**config.mk**
```make
export PLATFORM = sky130hd
export DESIGN_NAME = julian_day_number_converter_flat
export DESIGN_NICKNAME = d
export VERILOG_FILES = /design/src/design/jdn_pkg.sv /design/src/design/jdn_if.sv /design/src/design/jdn_to_date.sv /design/src/design/julian_day_number_converter.sv /design/src/flat_wrapper.sv
export SDC_FILE = /design/constraint.sdc
export NUM_CORES = 2
export LEC_CHECK = 0
export BUFFER_PORTS_ARGS = -buffer_cell sky130_fd_sc_hd__buf_4
export CORE_MARGIN = 5
export CORE_UTILIZATION = 45
export CTS_BUF_LIST = sky130_fd_sc_hd__clkbuf_8
export DETAILED_ROUTE_END_ITERATION = 10
export PLACE_DENSITY = 0.65
export SLEW_MARGIN = 20
export SYNTH_ARGS = -nofsm -noshare
export SYNTH_HDL_FRONTEND = slang
export SYNTH_SLANG_ARGS = --single-unit
```
**constraint.sdc**
```tcl
create_clock -name clk -period 18.41 [get_ports clk]
set_input_delay 2.7615 -clock clk [delete_from_list [all_inputs] [get_ports clk]]
set_output_delay 2.7615 -clock clk [all_outputs]
set_load 0.1 [all_outputs]
```
**src/design/jdn_pkg.sv**
```systemverilog
// ----------------------------------------------------------------------------
// jdn_pkg
// Shared types, widths and constants of the Julian Day Number converter.
// ----------------------------------------------------------------------------
`default_nettype none

package jdn_pkg;

  // Field widths
  localparam int unsigned DN_W   = 23;
  localparam int unsigned CENT_W = 7;
  localparam int unsigned YIC_W  = 7;
  localparam int unsigned MON_W  = 4;
  localparam int unsigned DAY_W  = 5;
  localparam int unsigned YEAR_W = 15;

  // APB configuration port
  localparam int unsigned APB_AW = 3;
  localparam int unsigned APB_DW = 32;
  localparam logic        REG_GREG_START = 1'b0;  // register index, paddr[2]
  localparam logic [DN_W-1:0] GREG_START_RST = 23'd2361222;

  // Mode codes
  localparam logic MODE_TO_DAY  = 1'b0;
  localparam logic MODE_TO_DATE = 1'b1;

  // Register stages from input register to last datapath stage
  localparam int unsigned PIPE_STAGES = 6;

  // Calendar offsets
  localparam logic [23:0] GREG_OFS     = 24'd32044;
  localparam logic [23:0] JUL_OFS      = 24'd32082;
  localparam logic [23:0] GREG_JDN_OFS = 24'd32045;
  localparam logic [23:0] JUL_JDN_OFS  = 24'd32083;
  localparam logic [14:0] YEAR_OFS     = 15'd4800;

  // Reciprocal constants: floor(x/D) == (x*MUL) >> SH over the whole input range
  localparam int unsigned B_DIV = 146097;
  localparam int unsigned B_SH  = 44;
  localparam int unsigned B_MW  = 27;
  localparam logic [B_MW-1:0] B_MUL =
    B_MW'(((64'd1 << B_SH) + 64'(B_DIV) - 64'd1) / 64'(B_DIV));

  localparam int unsigned D_DIV = 1461;
  localparam int unsigned D_SH  = 37;
  localparam int unsigned D_MW  = 27;
  localparam logic [D_MW-1:0] D_MUL =
    D_MW'(((64'd1 << D_SH) + 64'(D_DIV) - 64'd1) / 64'(D_DIV));

  localparam int unsigned M_DIV = 153;
  localparam int unsigned M_SH  = 19;
  localparam int unsigned M_MW  = 12;
  localparam logic [M_MW-1:0] M_MUL =
    M_MW'(((64'd1 << M_SH) + 64'(M_DIV) - 64'd1) / 64'(M_DIV));

  localparam int unsigned Q_DIV = 25;
  localparam int unsigned Q_SH  = 18;
  localparam int unsigned Q_MW  = 14;
  localparam logic [Q_MW-1:0] Q_MUL =
    Q_MW'(((64'd1 << Q_SH) + 64'(Q_DIV) - 64'd1) / 64'(Q_DIV));

  // Date result of the day-to-date path
  typedef struct packed {
    logic signed [YEAR_W-1:0] year;
    logic [MON_W-1:0]         month;
    logic [DAY_W-1:0]         day;
    logic                     julian;
  } date_t;

  // Days before a shifted month (March is month 0): (153*m + 2) / 5
  function automatic logic [8:0] days_before(input logic [3:0] m);
    logic [8:0] v;
    case (m)
      4'd0:    v = 9'd0;
      4'd1:    v = 9'd31;
      4'd2:    v = 9'd61;
      4'd3:    v = 9'd92;
      4'd4:    v = 9'd122;
      4'd5:    v = 9'd153;
      4'd6:    v = 9'd184;
      4'd7:    v = 9'd214;
      4'd8:    v = 9'd245;
      4'd9:    v = 9'd275;
      4'd10:   v = 9'd306;
      4'd11:   v = 9'd337;
      4'd12:   v = 9'd367;
      default: v = 9'd0;
    endcase
    return v;
  endfunction

endpackage

`default_nettype wire

```
**src/design/jdn_if.sv**
```systemverilog
// ----------------------------------------------------------------------------
// jdn_in_if / jdn_out_if
// Valid/ready channels carrying the converter's input and result words.
// ----------------------------------------------------------------------------
`default_nettype none

interface jdn_in_if import jdn_pkg::*; ();
  logic              valid;
  logic              ready;
  logic              mode;
  logic              use_julian;
  logic [CENT_W-1:0] century;
  logic [YIC_W-1:0]  year_in_century;
  logic [MON_W-1:0]  month_in;
  logic [DAY_W-1:0]  day_in;
  logic [DN_W-1:0]   day_number_in;

  modport source (
    output valid, mode, use_julian, century, year_in_century, month_in, day_in,
           day_number_in,
    input  ready
  );
  modport sink (
    input  valid, mode, use_julian, century, year_in_century, month_in, day_in,
           day_number_in,
    output ready
  );
endinterface

interface jdn_out_if import jdn_pkg::*; ();
  logic                     valid;
  logic                     ready;
  logic [DN_W-1:0]          day_number_out;
  logic signed [YEAR_W-1:0] year_out;
  logic [MON_W-1:0]         month_out;
  logic [DAY_W-1:0]         day_out;
  logic                     julian_used;

  modport source (
    output valid, day_number_out, year_out, month_out, day_out, julian_used,
    input  ready
  );
  modport sink (
    input  valid, day_number_out, year_out, month_out, day_out, julian_used,
    output ready
  );
endinterface

`default_nettype wire

```
**src/design/jdn_to_date.sv**
```systemverilog
// ----------------------------------------------------------------------------
// jdn_to_date
// Five-stage day number to calendar date datapath, with a multiply in every stage.
// ----------------------------------------------------------------------------
`default_nettype none

module jdn_to_date import jdn_pkg::*; (
  input  wire logic            clk,
  input  wire logic            en,
  input  wire logic [DN_W-1:0] day_number,
  input  wire logic [DN_W-1:0] greg_start,
  output date_t                date
);

  // Stage A: calendar select, century quotient
  logic [23:0] a_nxt;
  logic [25:0] xb;
  logic [52:0] b_prod;
  logic        jul_nxt;
  logic [7:0]  b_nxt;

  logic [DN_W-1:0] n_a_r;
  logic [23:0]     a_a_r;
  logic [7:0]      b_a_r;
  logic            jul_a_r;

  assign jul_nxt = (day_number < greg_start);
  assign a_nxt   = 24'(day_number) + GREG_OFS;
  assign xb      = {a_nxt, 2'b11};
  assign b_prod  = 53'(xb) * 53'(B_MUL);
  assign b_nxt   = jul_nxt ? 8'd0 : b_prod[B_SH +: 8];

  // Stage B: day within century (or Julian day count)
  logic [25:0] bp;
  logic [23:0] c_nxt;

  logic [23:0] c_b_r;
  logic [7:0]  b_b_r;
  logic        jul_b_r;

  assign bp    = 26'(b_a_r) * 26'(B_DIV);
  assign c_nxt = jul_a_r ? (24'(n_a_r) + JUL_OFS) : (a_a_r - bp[25:2]);

  // Stage C: year within cycle
  logic [25:0] xd;
  logic [52:0] d_prod;
  logic [14:0] d_nxt;

  logic [14:0] d_c_r;
  logic [23:0] c_c_r;
  logic [7:0]  b_c_r;
  logic        jul_c_r;

  assign xd     = {c_b_r, 2'b11};
  assign d_prod = 53'(xd) * 53'(D_MUL);
  assign d_nxt  = d_prod[D_SH +: 15];

  // Stage D: day within year
  logic [25:0] dp;
  logic [23:0] e_full;
  logic [8:0]  e_nxt;

  logic [8:0]  e_d_r;
  logic [14:0] d_d_r;
  logic [7:0]  b_d_r;
  logic        jul_d_r;

  assign dp     = 26'(d_c_r) * 26'(D_DIV);
  assign e_full = c_c_r - dp[25:2];
  assign e_nxt  = e_full[8:0];

  // Stage E: shifted month
  logic [10:0] xm;
  logic [22:0] m_prod;
  logic [3:0]  m_nxt;

  logic [3:0]  m_e_r;
  logic [8:0]  e_e_r;
  logic [14:0] d_e_r;
  logic [7:0]  b_e_r;
  logic        jul_e_r;

  assign xm     = 11'(e_d_r) * 11'd5 + 11'd2;
  assign m_prod = 23'(xm) * 23'(M_MUL);
  assign m_nxt  = m_prod[M_SH +: 4];

  always_ff @(posedge clk) begin
    if (en) begin
      n_a_r   <= day_number;
      a_a_r   <= a_nxt;
      b_a_r   <= b_nxt;
      jul_a_r <= jul_nxt;

      c_b_r   <= c_nxt;
      b_b_r   <= b_a_r;
      jul_b_r <= jul_a_r;

      d_c_r   <= d_nxt;
      c_c_r   <= c_b_r;
      b_c_r   <= b_b_r;
      jul_c_r <= jul_b_r;

      e_d_r   <= e_nxt;
      d_d_r   <= d_c_r;
      b_d_r   <= b_c_r;
      jul_d_r <= jul_c_r;

      m_e_r   <= m_nxt;
      e_e_r   <= e_d_r;
      d_e_r   <= d_d_r;
      b_e_r   <= b_d_r;
      jul_e_r <= jul_d_r;
    end
  end

  // Assemble year, month and day; year wraps to its field width
  logic        m10;
  logic [15:0] yr;
  logic [8:0]  dd;

  assign m10 = (m_e_r >= 4'd10);
  assign yr  = 16'(b_e_r) * 16'd100 + 16'(d_e_r) + 16'(m10) - 16'(YEAR_OFS);
  assign dd  = e_e_r - days_before(m_e_r) + 9'd1;

  assign date.year   = signed'(yr[YEAR_W-1:0]);
  assign date.month  = m10 ? (m_e_r - 4'd9) : (m_e_r + 4'd3);
  assign date.day    = dd[DAY_W-1:0];
  assign date.julian = jul_e_r;

endmodule

`default_nettype wire

```
**src/design/julian_day_number_converter.sv**
```systemverilog
// ----------------------------------------------------------------------------
// julian_day_number_converter
// Two-way converter between calendar dates and Julian Day Numbers.
// ----------------------------------------------------------------------------
//
//   Channel   Direction  Handshake          Word
//   in_chan   sink       valid/ready        mode, calendar flag, date, day number
//   out_chan  source     valid/ready        day number, year, month, day, calendar
//   APB       slave      psel/penable/ready Gregorian changeover day (address 0)
//
// One word is taken every clock cycle while no result is held at the output.
// Each word runs through an input register, five datapath stages and the
// result register; the depth is set by the chain of multiplies in the
// day-to-date path.
// While a result waits on out_chan the whole pipeline holds and in_chan.ready
// drops; it resumes in the cycle the result is taken.
// Reset (synchronous, rst_n low) clears all valid flags, holds in_chan.ready
// low and loads the changeover day with 2361222.
// ----------------------------------------------------------------------------
`default_nettype none

module julian_day_number_converter import jdn_pkg::*; (
  input  wire logic              clk,
  input  wire logic              rst_n,
  jdn_in_if.sink                 in_chan,
  jdn_out_if.source              out_chan,
  input  wire logic              psel,
  input  wire logic              penable,
  input  wire logic              pwrite,
  input  wire logic [APB_AW-1:0] paddr,
  input  wire logic [APB_DW-1:0] pwdata,
  output logic      [APB_DW-1:0] prdata,
  output logic                   pready
);

  // Per-stage control travelling alongside the data
  typedef struct packed {
    logic vld;
    logic mode;
    logic usej;
  } ctl_t;

  logic en;
  ctl_t ctl_r [PIPE_STAGES];

  // ---------------------------------------------------------------------------
  // Configuration register
  // ---------------------------------------------------------------------------
  logic [DN_W-1:0] greg_start_r;
  logic            cfg_wr;

  assign pready = 1'b1;
  assign cfg_wr = psel && penable && pwrite && (paddr[2] == REG_GREG_START);
  assign prdata = (paddr[2] == REG_GREG_START) ? APB_DW'(greg_start_r) : '0;

  always_ff @(posedge clk) begin
    if (!rst_n) begin
      greg_start_r <= GREG_START_RST;
    end else if (cfg_wr) begin
      greg_start_r <= pwdata[DN_W-1:0];
    end
  end

  // ---------------------------------------------------------------------------
  // Flow control: advance every stage unless a result is held at the output;
  // refuse input words while in reset
  // ---------------------------------------------------------------------------
  logic out_valid_r;

  assign en            = !out_valid_r || out_chan.ready;
  assign in_chan.ready = en && rst_n;

  always_ff @(posedge clk) begin
    if (!rst_n) begin
      for (int i = 0; i < PIPE_STAGES; i++) begin
        ctl_r[i] <= '0;
      end
      out_valid_r <= 1'b0;
    end else if (en) begin
      ctl_r[0] <= '{vld: in_chan.valid, mode: in_chan.mode, usej: in_chan.use_julian};
      for (int i = 1; i < PIPE_STAGES; i++) begin
        ctl_r[i] <= ctl_r[i-1];
      end
      out_valid_r <= ctl_r[PIPE_STAGES-1].vld;
    end
  end

  // ---------------------------------------------------------------------------
  // Input register
  // ---------------------------------------------------------------------------
  logic [CENT_W-1:0] cent_r;
  logic [YIC_W-1:0]  yic_r;
  logic [MON_W-1:0]  mon_r;
  logic [DAY_W-1:0]  day_r;
  logic [DN_W-1:0]   dn_in_r;

  always_ff @(posedge clk) begin
    if (en) begin
      cent_r  <= in_chan.century;
      yic_r   <= in_chan.year_in_century;
      mon_r   <= in_chan.month_in;
      day_r   <= in_chan.day_in;
      dn_in_r <= in_chan.day_number_in;
    end
  end

  // ---------------------------------------------------------------------------
  // Date to day number, stage A: shift the year to start in March and look
  // up the days before the shifted month. January and February (and month
  // zero) count as months of the previous year.
  // ---------------------------------------------------------------------------
  logic        early;
  logic [13:0] cent100;
  logic [14:0] y_nxt;
  logic [3:0]  mm;
  logic [9:0]  t0_nxt;

  logic [14:0] y_r;
  logic [9:0]  t0_r;

  assign early   = (mon_r <= 4'd2);
  assign cent100 = 14'(cent_r) * 14'd100;
  assign y_nxt   = 15'(cent100) + 15'(yic_r) + YEAR_OFS - 15'(early);
  assign mm      = early ? (mon_r + 4'd9) : (mon_r - 4'd3);
  assign t0_nxt  = 10'(days_before(mm)) + 10'(day_r);

  // Stage B: add year days and leap days; Gregorian drops the century
  // leap days that are not multiples of 400.
  logic [12:0] y4;
  logic [26:0] q_prod;
  logic [7:0]  q100;
  logic [5:0]  q400;
  logic [23:0] y365;
  logic [23:0] base;
  logic [23:0] sum_jul;
  logic [23:0] sum_greg;
  logic [DN_W-1:0] dn_nxt;

  assign y4       = y_r[14:2];
  assign q_prod   = 27'(y4) * 27'(Q_MUL);
  assign q100     = q_prod[Q_SH +: 8];
  assign q400     = q100[7:2];
  assign y365     = 24'(y_r) * 24'd365;
  assign base     = 24'(t0_r) + y365 + 24'(y4);
  assign sum_jul  = base - JUL_JDN_OFS;
  assign sum_greg = base + 24'(q400) - 24'(q100) - GREG_JDN_OFS;
  assign dn_nxt   = ctl_r[1].usej ? sum_jul[DN_W-1:0] : sum_greg[DN_W-1:0];

  // Day number travels stages B to E to line up with the date path
  logic [DN_W-1:0] dn_r [4];

  always_ff @(posedge clk) begin
    if (en) begin
      y_r      <= y_nxt;
      t0_r     <= t0_nxt;
      dn_r[0]  <= dn_nxt;
      for (int i = 1; i < 4; i++) begin
        dn_r[i] <= dn_r[i-1];
      end
    end
  end

  // ---------------------------------------------------------------------------
  // Day number to date
  // ---------------------------------------------------------------------------
  date_t date;

  jdn_to_date u_to_date (
    .clk        (clk),
    .en         (en),
    .day_number (dn_in_r),
    .greg_start (greg_start_r),
    .date       (date)
  );

  // ---------------------------------------------------------------------------
  // Result register: zero the fields the mode does not produce
  // ---------------------------------------------------------------------------
  logic [DN_W-1:0]          dn_out_r;
  logic signed [YEAR_W-1:0] year_out_r;
  logic [MON_W-1:0]         month_out_r;
  logic [DAY_W-1:0]         day_out_r;
  logic                     jul_out_r;

  always_ff @(posedge clk) begin
    if (en) begin
      if (ctl_r[PIPE_STAGES-1].mode == MODE_TO_DATE) begin
        dn_out_r    <= '0;
        year_out_r  <= date.year;
        month_out_r <= date.month;
        day_out_r   <= date.day;
        jul_out_r   <= date.julian;
      end else begin
        dn_out_r    <= dn_r[3];
        year_out_r  <= '0;
        month_out_r <= '0;
        day_out_r   <= '0;
        jul_out_r   <= ctl_r[PIPE_STAGES-1].usej;
      end
    end
  end

  assign out_chan.valid          = out_valid_r;
  assign out_chan.day_number_out = dn_out_r;
  assign out_chan.year_out       = year_out_r;
  assign out_chan.month_out      = month_out_r;
  assign out_chan.day_out        = day_out_r;
  assign out_chan.julian_used    = jul_out_r;

endmodule

`default_nettype wire
```
**src/flat_wrapper.sv**
```systemverilog
// flat-port wrapper written by rule: the top's interface ports become plain ports
module julian_day_number_converter_flat import jdn_pkg::*;
  (clk, rst_n, psel, penable, pwrite, paddr, pwdata, prdata, pready, in_chan_valid, in_chan_mode, in_chan_use_julian, in_chan_century, in_chan_year_in_century, in_chan_month_in, in_chan_day_in, in_chan_day_number_in, in_chan_ready, out_chan_valid, out_chan_day_number_out, out_chan_year_out, out_chan_month_out, out_chan_day_out, out_chan_julian_used, out_chan_ready);
  jdn_in_if in_chan_i ();
  jdn_out_if out_chan_i ();
  input  wire logic clk;
  input  wire logic rst_n;
  input  wire logic psel;
  input  wire logic penable;
  input  wire logic pwrite;
  input  wire logic [APB_AW-1:0] paddr;
  input  wire logic [APB_DW-1:0] pwdata;
  output logic      [APB_DW-1:0] prdata;
  output logic pready;
  input wire logic [$bits(in_chan_i.valid)-1:0] in_chan_valid;
  input wire logic [$bits(in_chan_i.mode)-1:0] in_chan_mode;
  input wire logic [$bits(in_chan_i.use_julian)-1:0] in_chan_use_julian;
  input wire logic [$bits(in_chan_i.century)-1:0] in_chan_century;
  input wire logic [$bits(in_chan_i.year_in_century)-1:0] in_chan_year_in_century;
  input wire logic [$bits(in_chan_i.month_in)-1:0] in_chan_month_in;
  input wire logic [$bits(in_chan_i.day_in)-1:0] in_chan_day_in;
  input wire logic [$bits(in_chan_i.day_number_in)-1:0] in_chan_day_number_in;
  output wire logic [$bits(in_chan_i.ready)-1:0] in_chan_ready;
  output wire logic [$bits(out_chan_i.valid)-1:0] out_chan_valid;
  output wire logic [$bits(out_chan_i.day_number_out)-1:0] out_chan_day_number_out;
  output wire logic [$bits(out_chan_i.year_out)-1:0] out_chan_year_out;
  output wire logic [$bits(out_chan_i.month_out)-1:0] out_chan_month_out;
  output wire logic [$bits(out_chan_i.day_out)-1:0] out_chan_day_out;
  output wire logic [$bits(out_chan_i.julian_used)-1:0] out_chan_julian_used;
  input wire logic [$bits(out_chan_i.ready)-1:0] out_chan_ready;
  assign in_chan_i.valid = in_chan_valid;
  assign in_chan_i.mode = in_chan_mode;
  assign in_chan_i.use_julian = in_chan_use_julian;
  assign in_chan_i.century = in_chan_century;
  assign in_chan_i.year_in_century = in_chan_year_in_century;
  assign in_chan_i.month_in = in_chan_month_in;
  assign in_chan_i.day_in = in_chan_day_in;
  assign in_chan_i.day_number_in = in_chan_day_number_in;
  assign in_chan_ready = in_chan_i.ready;
  assign out_chan_valid = out_chan_i.valid;
  assign out_chan_day_number_out = out_chan_i.day_number_out;
  assign out_chan_year_out = out_chan_i.year_out;
  assign out_chan_month_out = out_chan_i.month_out;
  assign out_chan_day_out = out_chan_i.day_out;
  assign out_chan_julian_used = out_chan_i.julian_used;
  assign out_chan_i.ready = out_chan_ready;
  julian_day_number_converter u_core (.clk(clk), .rst_n(rst_n), .in_chan(in_chan_i), .out_chan(out_chan_i), .psel(psel), .penable(penable), .pwrite(pwrite), .paddr(paddr), .pwdata(pwdata), .prdata(prdata), .pready(pready));
endmodule
```
==> results.json <==
{
  "run_status": "finished clean",
  "layout_common_cells": "inv_1, ha_1, fa_1",
  "dp_hpwl_um": 98800,
  "core_mm2": 0.120,
  "synthSimpleGateAreaFrac": 0.0563,
  "seq_area_mm2": 0.0130,
  "worst_pin_slew_ns": 1.08,
  "multi_input_area_mm2": 0.0364,
  "drtIter0Drc": 1695,
  "worstHoldPathCells": 0,
  "cts.repair.resized": 0,
  "ys_seq_area_frac": 0.239,
  "syn_area_mm2": 0.0545,
  "post-route-min-period_ns": 9.64,
  "wirelength_um": 116000,
  "worst-path-buf-inv": 6,
  "synth_edf_count": 415,
  "grt_pass1_wl_um": 192000,
  "vias_per_cell": 4.96,
  "fin_crit_sh": 0.524,
  "finalSetupViolCount": 0,
  "clock_latency_ns": 0.81,
  "finalNonFillerCells": 6914,
  "async_flop_share": 0,
  "die_y_um": 358,
  "syn_area_per_cell_um2": 10.8,
  "required_ns": 18.92,
  "yosys-top-cells-area": "fa_1, ha_1, edfxtp_1",
  "holdCritPathClass": "flip-flop to flip-flop",
  "cts_tree": "done",
  "synth_seq_cells": 444,
  "layout_commonest_cell": "inv_1",
  "synthMuxAreaShare": 0.00503,
  "vias": 34300,
  "fin_skew_ns": 0.0639,
  "core.rowCount": 127,
  "syn2layout_area_growth_pct": 8.78,
  "critPathMaxStageDelay_ns": 0.65,
  "relSlewSlack": 0.273,
  "h-tree-depth": 3,
  "cp_slowest_cell": "xor2_1",
  "synth-main-ff-cell": "edfxtp_1",
  "numCtsBuffers": 81,
  "synth_compound_area_frac": 0.0742,
  "post_cts_buffers": 0,
  "port_buffers": 151,
  "cts_hold_buf": 0,
  "yosys.area_share.adder": 0.491,
  "synth.distinct_cells": 89,
  "endpoint_kind": "flip-flop",
  "timing.rr.start": "u_core.dn_in_r[2]",
  "clkTransAtPathRegs_ns": 0.08,
  "grt_max_degree": 135,
  "hold_violations": 0,
  "ff2ff_path_depth": 31,
  "min_from": "u_core.dn_r[2][22]",
  "initial_core_util": 0.453,
  "worstSetupPathType": "flip-flop to flip-flop",
  "worstPathMaxFanout": 7,
  "synth_top_family_by_area": "adder cells",
  "drtAntennaViolNets": 0,
  "place.gp.congestion": 0.932,
  "arrival_ns": 10.15,
  "cap_violations": 0,
  "finalSetupTns_ns": 0,
  "wire_per_inst_um": 16.7,
  "gr-total-overflow": 0,
  "synth.largest_area_cell": "fa_1",
  "whs_endpoint": "u_core.dn_r[3][22]",
  "n_fill_cell": 11000,
  "r2r_setup_slack_ns": 8.77,
  "fin_nets": 7046,
  "synth_top_area_share": 0.255,
  "die_w_um": 358,
  "max_freq_mhz": 104,
  "rsz0062_at_grt": "false",
  "cts_root_buffer": "clkbuf_8",
  "track_usage": 0.190,
  "cts_buffer_depth": 3,
  "layout-drive-gt1-share": 0.0606,
  "start_kind": "flip-flop",
  "drv_slew": 0,
  "drt_first_pass_iters": 5,
  "io_pins": 173,
  "drc_errors": 0,
  "cts.sinks": 444,
  "yosys_warnings": 0,
  "crit_family": "adder cells",
  "synth_xor_area_frac": 0.0405,
  "r2r_end": "u_core.u_to_date.b_a_r[2]",
  "antenna_found_initial": 4,
  "grt_pass1_vias": 36700,
  "die_area_mm2": 0.128,
  "cpMostUsedCell": "inv_1",
  "placed_cells_incl_taps": 6766,
  "synthCells": 5022
}
==> state kept, by name, indices dropped and copies added (netlist names), 9 cells and up, named ones only <==
signal and cells:
u_core.dn_r 92, u_core.u_to_date.c_b_r 24, u_core.dn_in_r 23, u_core.greg_start_r 23, u_core.out_chan.day_number_out 23, u_core.u_to_date.n_a_r 23
u_core.u_to_date.a_a_r 22, u_core.ctl_r 18, u_core.out_chan.year_out 15, u_core.u_to_date.d_c_r 15, u_core.u_to_date.d_d_r 15, u_core.u_to_date.d_e_r 15
u_core.y_r 15, u_core.t0_r 10, u_core.u_to_date.c_c_r 9, u_core.u_to_date.e_d_r 9
==> metal layers <==
layer  GRT usage  vias up  part of all wire
li1            -    16800                 -
met1       0.256    16700              0.45
met2       0.310      680              0.47
met3      0.0393      170             0.052
met4      0.0562        0             0.028
met5           0        -                 0
==> kinds of logic (layout without fill, tap and decap cells) <==
logic type	count (synthesis)	in the layout
flops	444	444
simple gates	616	616
other cells	2	15
compound gates	613	613
buf+inv	1351	1618
mux	26	26
xor+xnor	251	251
fa+ha+maj	1719	1719
==> synthesized netlist by cell type (57+ instances only) <==
cell,number
o21ai_0,113
a21oi_1,174
ha_1,1025
nor2_1,152
nor3_1,57
xor2_1,88
a21o_1,83
inv_1,1304
xnor2_1,162
nand2_1,143
edfxtp_1,415
fa_1,694
==> through the flow <==
| step | setup WS [ns] | instance area (µm²) | hold slack [ns] | util |
|---|---|---|---|---|
| finish | 8.77 | 59300 | 0.368 | 0.493 |
| floorplan | 0.202 | 54500 | 0.400 | - |
| global route | 8.10 | 59300 | 0.385 | 0.493 |
| CTS | 8.70 | 59200 | 0.361 | 0.493 |
| detailed placement | 8.70 | 57600 | 0.405 | 0.479 |
| global placement | 8.82 | 57600 | 0.401 | 0.479 |
==> area by class of cell <==
| cell class | instances | share of cell area |
|---|---|---|
| diodes | 4 | 0.000169 |
| clock buffers | 82 | 0.0190 |
| clock inverters | 62 | 0.00883 |
| inverters | 1306 | 0.0829 |
| multi-input cells | 3236 | 0.614 |
| flip-flops and latches | 444 | 0.220 |
| well taps | 1612 | 0.0340 |
| repair buffers | 168 | 0.0213 |
==> worst max path at each step <==
| stage | from | cells past startpoint | end |
|---|---|---|---|
| 2_1_floorplan | out_chan_ready | 4 | in_chan_ready |
| 3_3_place_gp | u_core.dn_in_r[2] | 32 | u_core.u_to_date.b_a_r[7] |
| 3_5_place_dp | u_core.dn_in_r[2] | 31 | u_core.u_to_date.b_a_r[2] |
| 4_1_cts | u_core.dn_in_r[2] | 31 | u_core.u_to_date.b_a_r[2] |
| 5_1_grt | u_core.dn_in_r[2] | 31 | u_core.u_to_date.b_a_r[2] |
| 6_report | u_core.dn_in_r[2] | 31 | u_core.u_to_date.b_a_r[2] |
Power is not shown: default switching activity piles up to over one toggle a cycle in this logic, so the estimate is an artifact.
